$ cat config.mk
export PLATFORM = sky130hd
export DESIGN_NAME = string_to_integer_parser_core
export DESIGN_NICKNAME = d
export VERILOG_FILES = /design/src/rtl/stip_pkg.sv /design/src/rtl/stip_step.sv /design/src/rtl/string_to_integer_parser_core.sv
export SDC_FILE = /design/constraint.sdc
export NUM_CORES = 1
export LEC_CHECK = 0
export ABC_AREA = 1
export BUFFER_PORTS_ARGS = -buffer_cell sky130_fd_sc_hd__buf_4
export CAP_MARGIN = 0
export CELL_PAD_IN_SITES_DETAIL_PLACEMENT = 2
export CELL_PAD_IN_SITES_GLOBAL_PLACEMENT = 2
export CORE_ASPECT_RATIO = 1.75
export CORE_MARGIN = 4
export CORE_UTILIZATION = 24
export CTS_BUF_LIST = sky130_fd_sc_hd__clkbuf_16
export DETAILED_ROUTE_END_ITERATION = 12
export GPL_TIMING_DRIVEN = 0
export PLACE_DENSITY = 0.61
export SLEW_MARGIN = 40
export SYNTH_ARGS = -nofsm -noshare
export SYNTH_HDL_FRONTEND = slang
export SYNTH_SLANG_ARGS = --single-unit
$ cat constraint.sdc
create_clock -name clk -period 14.8 [get_ports clk]
set_clock_uncertainty 0.1 [all_clocks]
set_input_delay 2.96 -clock clk [delete_from_list [all_inputs] [get_ports clk]]
set_output_delay 2.96 -clock clk [all_outputs]
set_load 0.01 [all_outputs]
$ cat src/rtl/stip_pkg.sv
// Package for the streaming integer parser: parse phases, the parse state and
// result records, character codes and the digit decoder.
// No dependencies; used by stip_step and string_to_integer_parser_core.
package stip_pkg;

	// Width of the consumed-character counter; it saturates at all ones.
	localparam int OFFSET_BITS = 16;
	localparam int VALUE_BITS  = 64;
	localparam int BASE_BITS   = 6;
	localparam int CHAR_BITS   = 8;
	localparam int DIGIT_BITS  = 7;
	localparam int OUT_OFFSET_BITS = 16;

	localparam logic [OFFSET_BITS-1:0] COUNT_MAX = '1;

	localparam logic [CHAR_BITS-1:0] CH_SPACE = 8'h20;
	localparam logic [CHAR_BITS-1:0] CH_TAB   = 8'h09;
	localparam logic [CHAR_BITS-1:0] CH_PLUS  = 8'h2B;
	localparam logic [CHAR_BITS-1:0] CH_MINUS = 8'h2D;
	localparam logic [CHAR_BITS-1:0] CH_ZERO  = 8'h30;
	localparam logic [CHAR_BITS-1:0] CH_NINE  = 8'h39;
	localparam logic [CHAR_BITS-1:0] CH_LA    = 8'h61;
	localparam logic [CHAR_BITS-1:0] CH_LX    = 8'h78;
	localparam logic [CHAR_BITS-1:0] CH_LZ    = 8'h7A;
	localparam logic [CHAR_BITS-1:0] CH_UA    = 8'h41;
	localparam logic [CHAR_BITS-1:0] CH_UZ    = 8'h5A;

	localparam logic [BASE_BITS-1:0] BASE_AUTO = 6'd0;
	localparam logic [BASE_BITS-1:0] BASE_OCT  = 6'd8;
	localparam logic [BASE_BITS-1:0] BASE_DEC  = 6'd10;
	localparam logic [BASE_BITS-1:0] BASE_HEX  = 6'd16;

	// Marks a character that is neither a decimal digit nor a letter.
	localparam logic [DIGIT_BITS-1:0] DIGIT_NONE = 7'd99;

	typedef enum logic [1:0] {
		PH_SKIP,
		PH_PREFIX,
		PH_ZERO,
		PH_DIGITS
	} phase_t;

	typedef struct packed {
		phase_t                  phase;
		logic                    minus;
		logic [VALUE_BITS-1:0]   acc;
		logic [BASE_BITS-1:0]    base;
		logic [OFFSET_BITS-1:0]  count;
	} parse_state_t;

	typedef struct packed {
		logic                    emit;
		logic [VALUE_BITS-1:0]   value;
		logic [OFFSET_BITS-1:0]  count;
	} parse_result_t;

	localparam parse_state_t PARSE_CLEAR = '{
		phase: PH_SKIP,
		minus: 1'b0,
		acc:   '0,
		base:  '0,
		count: '0
	};

	function automatic logic [DIGIT_BITS-1:0] digit_of(input logic [CHAR_BITS-1:0] c);
		logic [DIGIT_BITS-1:0] d;
		d = DIGIT_NONE;
		if (c >= CH_ZERO && c <= CH_NINE) begin
			d = DIGIT_BITS'(c - CH_ZERO);
		end else if (c >= CH_LA && c <= CH_LZ) begin
			d = DIGIT_BITS'(c - CH_LA) + 7'd10;
		end else if (c >= CH_UA && c <= CH_UZ) begin
			d = DIGIT_BITS'(c - CH_UA) + 7'd10;
		end
		return d;
	endfunction

endpackage

$ cat src/rtl/stip_step.sv
// Next-state logic of the integer parser: consumes one character against the
// current parse state and gives the next state and an optional result.
// Depends on stip_pkg.
module stip_step (
	input  stip_pkg::parse_state_t                  cur,
	input  logic [stip_pkg::CHAR_BITS-1:0]          char_in,
	input  logic [stip_pkg::BASE_BITS-1:0]          base_cfg,
	output stip_pkg::parse_state_t                  nxt,
	output stip_pkg::parse_result_t                 res
);
	import stip_pkg::*;

	logic [DIGIT_BITS-1:0]            dig;
	logic [BASE_BITS-1:0]             eb;
	logic [OFFSET_BITS-1:0]           cnt_inc;
	logic [VALUE_BITS+BASE_BITS-1:0]  prod;
	logic                             prefix_path;
	logic                             use_digit;

	assign dig     = digit_of(char_in);
	assign cnt_inc = (cur.count == COUNT_MAX) ? cur.count : cur.count + 1'b1;

	always_comb begin
		nxt         = cur;
		res.emit    = 1'b0;
		res.value   = cur.minus ? (VALUE_BITS'(0) - cur.acc) : cur.acc;
		res.count   = cur.count;
		prefix_path = 1'b0;
		use_digit   = 1'b0;
		eb          = cur.base;

		case (cur.phase)
			PH_SKIP: begin
				if (char_in == CH_SPACE || char_in == CH_TAB) begin
					nxt.count = cnt_inc;
				end else if (char_in == CH_PLUS || char_in == CH_MINUS) begin
					nxt.minus = cur.minus | (char_in == CH_MINUS);
					nxt.count = cnt_inc;
					nxt.phase = PH_PREFIX;
				end else begin
					prefix_path = 1'b1;
				end
			end
			PH_PREFIX: begin
				prefix_path = 1'b1;
			end
			PH_ZERO: begin
				if (char_in == CH_LX) begin
					nxt.base  = BASE_HEX;
					nxt.count = cnt_inc;
					nxt.phase = PH_DIGITS;
				end else begin
					eb        = (cur.base == BASE_AUTO) ? BASE_OCT : BASE_HEX;
					use_digit = 1'b1;
				end
			end
			PH_DIGITS: begin
				use_digit = 1'b1;
			end
			default: begin
				use_digit = 1'b1;
			end
		endcase

		// The base register is sampled here, when the prefix is decided.
		if (prefix_path) begin
			if ((base_cfg == BASE_AUTO || base_cfg == BASE_HEX) && char_in == CH_ZERO) begin
				nxt.base  = base_cfg;
				nxt.count = cnt_inc;
				nxt.phase = PH_ZERO;
			end else begin
				eb        = (base_cfg == BASE_AUTO) ? BASE_DEC : base_cfg;
				use_digit = 1'b1;
			end
		end

		prod = cur.acc * eb;

		if (use_digit) begin
			if (dig >= {1'b0, eb}) begin
				res.emit = 1'b1;
				nxt      = PARSE_CLEAR;
			end else begin
				nxt.acc   = prod[VALUE_BITS-1:0] + VALUE_BITS'(dig);
				nxt.base  = eb;
				nxt.count = cnt_inc;
				nxt.phase = PH_DIGITS;
			end
		end
	end

endmodule

$ cat src/rtl/string_to_integer_parser_core.sv
// Top level of the streaming integer parser: input stage, parse state,
// result register and configuration register.
// Depends on stip_pkg and stip_step.

// The parser takes one character per transaction on the input channel and
// can accept a new character in every clock cycle unless the input stage
// stalls. Each accepted character is captured in an input register. From
// there it is applied to the parse state through one multiply-add by the
// active radix (a 64 by 6 bit product plus the digit), which is the loop that
// sets the character rate. A character that ends the number loads one result
// transaction (signed value and consumed count) into the result register at
// the same edge that clears the parse state. The result is therefore offered
// from the result register once its terminating character has been applied,
// and it is taken at an edge where the output side is ready. The terminating
// character itself is not consumed; the next character starts a new string.
// The result register sits between the two sides, so characters keep flowing
// while a result waits; only when a second result is due while the first is
// still held does the input stage stall. The radix register is written by
// its own channel, which is always ready, and it should be written only while
// no string is in progress, since its value is sampled when the prefix of a
// string is decided.
module string_to_integer_parser_core (
	input  logic                                   clk,
	input  logic                                   arst_n,
	input  logic                                   in_valid,
	output logic                                   in_ready,
	input  logic [stip_pkg::CHAR_BITS-1:0]         char_code,
	output logic                                   out_valid,
	input  logic                                   out_ready,
	output logic signed [stip_pkg::VALUE_BITS-1:0] parsed_value,
	output logic [stip_pkg::OUT_OFFSET_BITS-1:0]   end_offset,
	input  logic                                   cfg_valid,
	output logic                                   cfg_ready,
	input  logic [stip_pkg::BASE_BITS-1:0]         number_base
);
	import stip_pkg::*;

	// The counter is reduced to the 16-bit offset field by taking its low bits,
	// zero-extended first when it is narrower than the field.
	localparam int EXT_BITS = (OFFSET_BITS > OUT_OFFSET_BITS) ? OFFSET_BITS : OUT_OFFSET_BITS;

	logic                    valid_s1;
	logic [CHAR_BITS-1:0]    char_s1;
	logic [BASE_BITS-1:0]    base_q;
	parse_state_t            state_q;
	parse_state_t            state_nxt;
	parse_result_t           step_res;
	logic                    out_valid_q;
	logic [VALUE_BITS-1:0]   value_q;
	logic [OUT_OFFSET_BITS-1:0] offset_q;
	logic [EXT_BITS-1:0]     count_ext;
	logic                    out_free;
	logic                    advance;

	// The character in stage one may only retire when its result, if any,
	// has a free slot in the result register.
	assign out_free = !out_valid_q || out_ready;
	assign advance  = valid_s1 && (!step_res.emit || out_free);
	assign in_ready = !valid_s1 || advance;
	assign cfg_ready = 1'b1;

	stip_step u_step (
		.cur      (state_q),
		.char_in  (char_s1),
		.base_cfg (base_q),
		.nxt      (state_nxt),
		.res      (step_res)
	);

	assign count_ext = EXT_BITS'(step_res.count);

	always_ff @(posedge clk or negedge arst_n) begin
		if (!arst_n) begin
			valid_s1 <= 1'b0;
		end else if (in_ready) begin
			valid_s1 <= in_valid;
		end
	end

	always_ff @(posedge clk) begin
		if (in_ready && in_valid) begin
			char_s1 <= char_code;
		end
	end

	always_ff @(posedge clk or negedge arst_n) begin
		if (!arst_n) begin
			base_q <= BASE_AUTO;
		end else if (cfg_valid && cfg_ready) begin
			base_q <= number_base;
		end
	end

	always_ff @(posedge clk or negedge arst_n) begin
		if (!arst_n) begin
			state_q <= PARSE_CLEAR;
		end else if (advance) begin
			state_q <= state_nxt;
		end
	end

	always_ff @(posedge clk or negedge arst_n) begin
		if (!arst_n) begin
			out_valid_q <= 1'b0;
		end else if (advance && step_res.emit) begin
			out_valid_q <= 1'b1;
		end else if (out_ready) begin
			out_valid_q <= 1'b0;
		end
	end

	always_ff @(posedge clk) begin
		if (advance && step_res.emit) begin
			value_q  <= step_res.value;
			offset_q <= count_ext[OUT_OFFSET_BITS-1:0];
		end
	end

	assign out_valid    = out_valid_q;
	assign parsed_value = $signed(value_q);
	assign end_offset   = offset_q;

	// A finished number always leaves a cleared parse behind.
	a_clear_after_emit: assert property (@(posedge clk) disable iff (!arst_n)
		(advance && step_res.emit) |=>
			(state_q.phase == PH_SKIP && state_q.count == '0 && state_q.acc == '0))
		else $error("parse state not cleared after a result");

	// Within one string the consumed count never goes down.
	a_count_monotonic: assert property (@(posedge clk) disable iff (!arst_n)
		(advance && !step_res.emit) |=> (state_q.count >= $past(state_q.count)))
		else $error("consumed count decreased within a string");

	// A character held back by a full result register stays in stage one.
	a_stall_holds: assert property (@(posedge clk) disable iff (!arst_n)
		(valid_s1 && !advance) |=> (valid_s1 && $stable(char_s1)))
		else $error("stalled character lost from stage one");

	// A waiting result is never overwritten by a new one.
	a_no_overwrite: assert property (@(posedge clk) disable iff (!arst_n)
		(out_valid_q && !out_ready) |-> !(advance && step_res.emit))
		else $error("result register overwritten while held");

endmodule
==> results.toml, run 1 <==
[run_status]
status = "finished, final reports clean"

[final_layout]
layout-drive-gt1-share_pct = 9.00
finalNonFillerCells = 3988
layout_commonest_cell = "nor2_1"
syn_to_final_growth_pct = 14.0
nFillCells = 10400
antenna_cells = 0
nets = 3202
final_cell_mix = "nor2_1 (562), nand2_1 (385), inv_1 (293), fa_1 (241), o21ai_0 (173)"

[clock_network]
cts_max_level = 4
numCtsBuffers = 17
root_buffer = "clkbuf_16"
cts_sinks = 185
holdBufCountCts = 0
cts_tree = "built"
cts_setup_buffers = 0
clk_path_buf_depth = 2
cts.repair.resized = 0
clkLatencyLatePin_ns = 0.52
clkTransAtPathRegs_ns = 0.08

[global_route]
grt_max_degree = 48
antenna_found_initial = 1
grt_pass1_vias = 22800
grt_overflow = 0
grt_usage_pct = 21.1
grt_pass1_wl_mm = 150

[yosys]
synth_seq_area_share_pct = 23.4
ys.flop_type = "dfrtp_1"
ys_types = 64
postSynth.asyncResetShare_pct = 52.4
synth_nets = 3076
synth-edff-count = 88
synth.ff_latch_count = 185
syn_inst = 2673
yosys_warnings = 0
syn_avg_cell_area_um2 = 8.09
syn_area_um2 = 21600

[die]
start_util_pct = 24.2
fp.dieH_um = 405
pin_count = 102
coreArea_um2 = 89300
die_width_um = 235
die_area_um2 = 95200
num_rows = 145

[sta]
finalMaxSlewViolations = 0
finalHoldViolations = 0
tns_ns = 0
tightest_slew_ns = 0.873
final-setup-viol-count = 0
period_minus_slack_ns = 8.90
fmax_mhz = 112
slew_headroom_pct = 41.3
rsz0062_at_grt = "no"
fin_crit_sh_pct = 60.1

[power_and_ir_drop]
p_per_area_nw_per_um2 = 90.6
irDropWorstVdd_mv = 0.0767
p_leak_nw = 12.1

[worst_setup_path]
crit_type = "reg2reg"
slowest_delay_ns = 0.67
cpMostUsedCell = "nand2_1"
startpoint = "char_s1[4]"
start_kind = "flop"
critPathArrivalTime_ns = 9.18
end_kind = "flop"
critPathRequiredTime_ns = 15.08
worstPathMaxFanout = 10
slowest_stage = "o21ai_0"
reg2reg_from = "char_s1[4]"

[hold_path]
hp-class = "reg2reg"
hold_start = "state_q[10]"

[place]
dpl.cell_count = 3956
dp_hpwl_mm = 85.8
gp_congestion = 0.918
portBuffers = 100

[routing]
dr.first_iter.drc_count = 672
route.vias.total = 19500
drc_errors = 0
routed_wl_mm = 101
drt_pass1_iterations = 5
wl_per_cell_um = 25.4
viasPerCell = 4.89
drtAntennaViolNets = 0

[run]
cap_violations = 0
logic make-up after synthesis:
family	synth area share, %
and+or+nand+nor	22.9
adders and majority gates	30.6
other	0.0173
DFF	23.4
AOI/OAI and AO/OA	11.9
buffers and inverters	7.58
xor gates and xnor gates	3.56
layout make-up:
class                   count  area [µm²]  share of cell area [%]
multi-input cells        2083       15000                    60.7
flip-flops and latches    185        5070                    20.6
well taps                1176        1470                    5.97
inverters                 335        1280                    5.20
repair buffers            107         901                    3.65
clock buffers              17         425                    1.73
plain buffers              70         375                    1.52
clock inverters            15         173                   0.700
stage by stage:
step	power, mW	hold slack [ns]	utilization (%)	setup WS, ns	cell area, µm²
after floorplan	1.22	0.346	-	8.49	21600
after global placement	1.69	0.359	26.7	5.17	23800
after detailed placement	1.74	0.374	26.9	5.83	24100
after CTS	2.28	0.393	27.6	5.80	24700
after global routing	2.36	0.408	27.6	5.42	24700
final	2.23	0.390	27.6	5.90	24700
state kept, by name, summed over array words and instances, names as in the netlist:
signal,cells
base_q,6
parsed_value,64
state_q,89
end_offset,16
valid_s1,1
out_valid,1
char_s1,8
where the power goes:
group          internal, mW  switching [mW]
Combinational         0.305           0.763
Sequential            0.612          0.0351
Clock                 0.266           0.252
metal layers:
layer	share of wire [%]	vias to the layer above	track usage, %
li1	-	8909	-
met1	34	10100	20.0
met2	57	345	43.1
met3	2.3	155	2.40
met4	6.6	0	12.2
met5	0	-	0
critical path: cells and delay by family, from the launching register on:
| family | cells | cell delay (ns) |
|---|---|---|
| compound gates | 8 | 2.34 |
| fa+ha+maj | 6 | 2.74 |
| buf+inv | 8 | 1.36 |
| flops | 1 | 0.49 |
| simple gates | 11 | 1.70 |
Yosys cell counts, types with 20 or more instances:
| library cell | count | area, µm² |
|---|---|---|
| a21o_1 | 21 | 158 |
| a21oi_1 | 129 | 646 |
| a31oi_1 | 20 | 125 |
| clkbuf_1 | 24 | 90.1 |
| clkinv_1 | 33 | 124 |
| dfrtp_1 | 97 | 2430 |
| edfxtp_1 | 88 | 2640 |
| fa_1 | 241 | 4820 |
| ha_1 | 143 | 1790 |
| inv_1 | 292 | 1100 |
| nand2_1 | 385 | 1450 |
| nand3_1 | 82 | 410 |
| nand4_1 | 24 | 150 |
| nor2_1 | 562 | 2110 |
| nor3_1 | 44 | 220 |
| o21ai_0 | 174 | 871 |
| o21ai_1 | 20 | 100 |
| xor2_1 | 81 | 709 |
worst paths after layout:
path                                   to  slack, ns  cells after the start
max in group asynchronous     state_q[67]      11.61                      3
hold / removal             end_offset[10]       0.39                      0
setup / recovery              state_q[83]       5.90                     33
min in group asynchronous       base_q[2]       2.21                      1
hold reg to reg            end_offset[10]       0.39                      0
setup reg to reg              state_q[83]       5.90                     33
No activity file was read; power rests on OpenSTA's default activity.
==> run 2: changes to the inputs <==
clock period = 8.6 ns   (was 14.8 ns; I/O delays follow)
==> results.toml, run 2 (synthesis gave the netlist of run 1 again) <==
[run_status]
status = "finished, final reports clean"

[power_and_ir_drop]
p_per_area_nw_per_um2 = 156
p_leak_nw = 12.1
irDropWorstVdd_mv = 0.131
finalPower_mw = 3.85

[die]
fp.dieH_um = 405
num_rows = 145
die_width_um = 235
coreArea_um2 = 89300
die_area_um2 = 95200
pin_count = 102
start_util_pct = 24.2

[worst_setup_path]
slowest_delay_ns = 0.55
crit_type = "reg2reg"
cpMostUsedCell = "nand2_1"
startpoint = "char_s1[4]"
end_kind = "flop"
critPathRequiredTime_ns = 8.90
reg2reg_from = "char_s1[4]"
worstPathMaxFanout = 10
critPathArrivalTime_ns = 8.42
slowest_stage = "fa_1"
start_kind = "flop"

[routing]
dr.first_iter.drc_count = 701
routed_wl_mm = 101
drt_pass1_iterations = 4
viasPerCell = 4.87
wl_per_cell_um = 25.3
route.vias.total = 19400
drtAntennaViolNets = 0
drc_errors = 0

[place]
gp_congestion = 0.918
dpl.cell_count = 3956
dp_hpwl_mm = 85.8
dpl_cell_area_um2 = 24100
portBuffers = 100

[clock_network]
clk_path_buf_depth = 2
cts_sinks = 185
cts_max_level = 4
cts_tree = "built"
clkTransAtPathRegs_ns = 0.08
holdBufCountCts = 0
clkLatencyLatePin_ns = 0.52
numCtsBuffers = 17
root_buffer = "clkbuf_16"

[run]
cap_violations = 0

[global_route]
gr-usage-met3_pct = 2.40
met2_usage_pct = 43.1
grt_overflow = 0
grt_pass1_wl_mm = 150
grt_pass1_vias = 22900
grt_use_met1_pct = 20.0
antenna_found_initial = 1
grt-busiest-layer = "met2"
grt_max_degree = 48
grt_usage_pct = 21.1

[final_layout]
finalNonFillerCells = 3989
layout_commonest_cell = "nor2_1"
nets = 3202
fin_area_um2 = 24700
syn_to_final_growth_pct = 14.1
regMostFlops = "state_q"
layout-drive-gt1-share_pct = 9.21
largest_reg_flops = 89
final_cell_mix = "nor2_1 (562), nand2_1 (383), inv_1 (293), fa_1 (241), o21ai_0 (171)"

[hold_path]
hp-class = "reg2reg"
hold_start = "state_q[10]"

[sta]
fmax_mhz = 123
fin_crit_sh_pct = 94.4
period_minus_slack_ns = 8.12
slew_headroom_pct = 42.0
finalMaxSlewViolations = 0
tightest_slew_ns = 0.862
finalHoldViolations = 0
rsz0062_at_grt = "no"
final-setup-viol-count = 0
holdWs_ns = 0.390
[run 2: cell count changes in the layout (fill, tap and decap cells not counted), moves of 2 or more]
cell     previous run  this run
o21ai_0           173       171
nand2_1           385       383
o21ai_1            21        23
buf_2              20        17
nand2_2             4         6
buf_4             103       105
[run 2: per-layer routing]
metal  wire length (µm)  vias to the layer above
li1                   -                     8918
met1              34600                    10100
met2              57900                      289
met3               2040                      151
met4               6530                        0
met5                  0                        -
[run 2: cell type report]
class | instances | area (µm²)
Fill cell | 10400 | 64600
Multi-Input combinational cell | 2083 | 15000
Sequential cell | 185 | 5070
Tap cell | 1176 | 1470
Inverter | 335 | 1280
Timing Repair Buffer | 107 | 901
Clock buffer | 17 | 425
Buffer | 70 | 383
Clock inverter | 15 | 173
Antenna cell | 1 | 2.50
[run 2: timing repair]
item                                    CTS  global route
buffers inserted                          0             0
resized for setup                         5             6
endpoints found under the setup margin    5            14
[run 2: final timing paths]
check / endpoint / slack, ns / cells after the start
min in group asynchronous: base_q[2] / 0.98 / 1
setup / recovery: state_q[75] / 0.48 / 30
setup reg to reg: state_q[75] / 0.48 / 30
hold / removal: end_offset[10] / 0.39 / 0
hold reg to reg: end_offset[10] / 0.39 / 0
max in group asynchronous: state_q[67] / 6.65 / 3
[run 2: report_power, final]
part | switching (mW) | total, mW | internal, mW
sequential | 0.0600 | 1.11 | 1.05
clock | 0.432 | 0.890 | 0.458
combinational | 1.32 | 1.84 | 0.528
total | 1.81 | 3.85 | 2.04
[run 2: worst max-delay path, delay by kind of cell (launching register included)]
family / cells / cell delay (ns)
flip-flops: 1 / 0.49
adder cells (fa/ha/maj): 6 / 2.56
AO/OA/AOI/OAI: 4 / 0.52
buffers and inverters: 5 / 1.39
AND/OR/NAND/NOR: 15 / 2.91
[run 2: through the flow]
| stage | utilization [%] | setup TNS (ns) | worst slack, ns |
|---|---|---|---|
| after floorplan | - | 0 | 2.55 |
| after global placement | 26.7 | -30.55 | -1.03 |
| after detailed placement | 26.9 | -0.587 | -0.371 |
| after CTS | 27.6 | 0 | 0.0184 |
| after global routing | 27.7 | 0 | 0.0524 |
| final | 27.7 | 0 | 0.483 |
==> run 3: changes to the inputs <==
PLACE_DENSITY = 0.62   (was 0.61)
==> results.toml, run 3 (synthesis gave the netlist of run 1 again) <==
[routing]
drt_pass1_iterations = 4
drc_errors = 0
wl_per_cell_um = 25.5
routed_wl_mm = 102
dr.first_iter.drc_count = 700
viasPerCell = 4.86
route.vias.total = 19400
drtAntennaViolNets = 0

[clock_network]
cts_sinks = 185
clkLatencyLatePin_ns = 0.52
cts_setup_buffers = 0
clk_path_buf_depth = 2
cts_max_level = 4
cts_tree = "built"
numCtsBuffers = 17
root_buffer = "clkbuf_16"
clkTransAtPathRegs_ns = 0.08

[worst_setup_path]
cpMostUsedCell = "nand2_1"
rrSetupSlack_ns = 0.32
slowest_delay_ns = 0.55
cp_top_family = "simple AND/OR/NAND/NOR gates"
cp_num_buf_inv = 4
start_kind = "flop"
critPathArrivalTime_ns = 8.58
slowest_stage = "fa_1"
worstPathMaxFanout = 10
crit_type = "reg2reg"
end_kind = "flop"
critPathRequiredTime_ns = 8.90

[final_layout]
finalNonFillerCells = 3987
nets = 3201
layout_commonest_cell = "nor2_1"
nFillCells = 10300
register_area_um2 = 5070
final_cell_mix = "nor2_1 (562), nand2_1 (383), inv_1 (293), fa_1 (241), o21ai_0 (170)"
multi_input_area_um2 = 15000
syn_to_final_growth_pct = 14.2
regMostFlops = "state_q"
layout-drive-gt1-share_pct = 9.21
largest_reg_flops = 89
antenna_cells = 0

[global_route]
grt_usage_pct = 21.3
grt_pass1_wl_mm = 151
grt_overflow = 0
grt_pass1_vias = 23000
grt_max_degree = 64
antenna_found_initial = 1

[sta]
worst_slack_ns = 0.322
period_minus_slack_ns = 8.28
slew_headroom_pct = 39.7
rsz0062_at_grt = "no"
fin_crit_sh_pct = 96.3
tightest_slew_ns = 0.898
fmax_mhz = 121
final-setup-viol-count = 0
finalHoldViolations = 0
finalMaxSlewViolations = 0

[die]
fp.dieH_um = 405
die_width_um = 235
start_util_pct = 24.2
coreArea_um2 = 89300
num_rows = 145
pin_count = 102
die_area_um2 = 95200

[hold_path]
hp-class = "reg2reg"

[run_status]
status = "finished, final reports clean"

[power_and_ir_drop]
p_per_area_nw_per_um2 = 157
p_leak_nw = 12.1
irDropWorstVdd_mv = 0.113

[run]
cap_violations = 0

[place]
dpl_worst_slack_ns = -0.523
gp_congestion = 0.917
dpl.cell_count = 3955
portBuffers = 100
dp_hpwl_mm = 85.8
run 3: final timing paths:
kind                        startpoint             end  cells after the start
max in group asynchronous       arst_n     state_q[62]                      2
min in group asynchronous       arst_n     state_q[17]                      1
max reg2reg                 char_s1[4]     state_q[82]                     30
min                        state_q[10]  end_offset[10]                      0
max                         char_s1[4]     state_q[82]                     30
min reg2reg                state_q[10]  end_offset[10]                      0
run 3: area by class of cell:
| class | instances | share of cell area [%] |
|---|---|---|
| buffer | 70 | 1.56 |
| sequential | 185 | 20.5 |
| timing repair buffer | 106 | 3.57 |
| clock buffer | 17 | 1.72 |
| clock inverter | 15 | 0.806 |
| inverter | 335 | 5.19 |
| multi-input combinational | 2083 | 60.7 |
| tap | 1176 | 5.96 |
run 3: per-layer routing:
layer / track usage (%) / wire length [µm] / share of wire, % / up-vias
li1: - / - / - / 8918
met1: 20.4 / 35200 / 35 / 9982
met2: 43.5 / 57900 / 57 / 301
met3: 1.90 / 1670 / 1.6 / 163
met4: 12.6 / 6880 / 6.8 / 0
met5: 0 / 0 / 0 / -
run 3: per-stage QoR:
step | TNS (ns) | hold slack, ns | instance area [µm²] | total power [mW] | util, %
after floorplan | 0 | 0.346 | 21600 | 2.09 | -
after global placement | -31.06 | 0.361 | 23800 | 2.91 | 26.7
after detailed placement | -1.13 | 0.373 | 24000 | 3.00 | 26.9
after CTS | 0 | 0.391 | 24700 | 3.95 | 27.6
after global routing | 0 | 0.407 | 24700 | 4.10 | 27.7
final | 0 | 0.388 | 24700 | 3.88 | 27.7
run 3: report_power, final:
part	switching [mW]	internal [mW]
logic	1.31	0.528
clock network	0.439	0.489
registers	0.0631	1.05
run 3: repair_timing:
action | CTS | global route
pin swaps | 0 | 0
hold buffers | 0 | 0
setup endpoints to repair | 7 | 6
gates resized for setup | 6 | 7
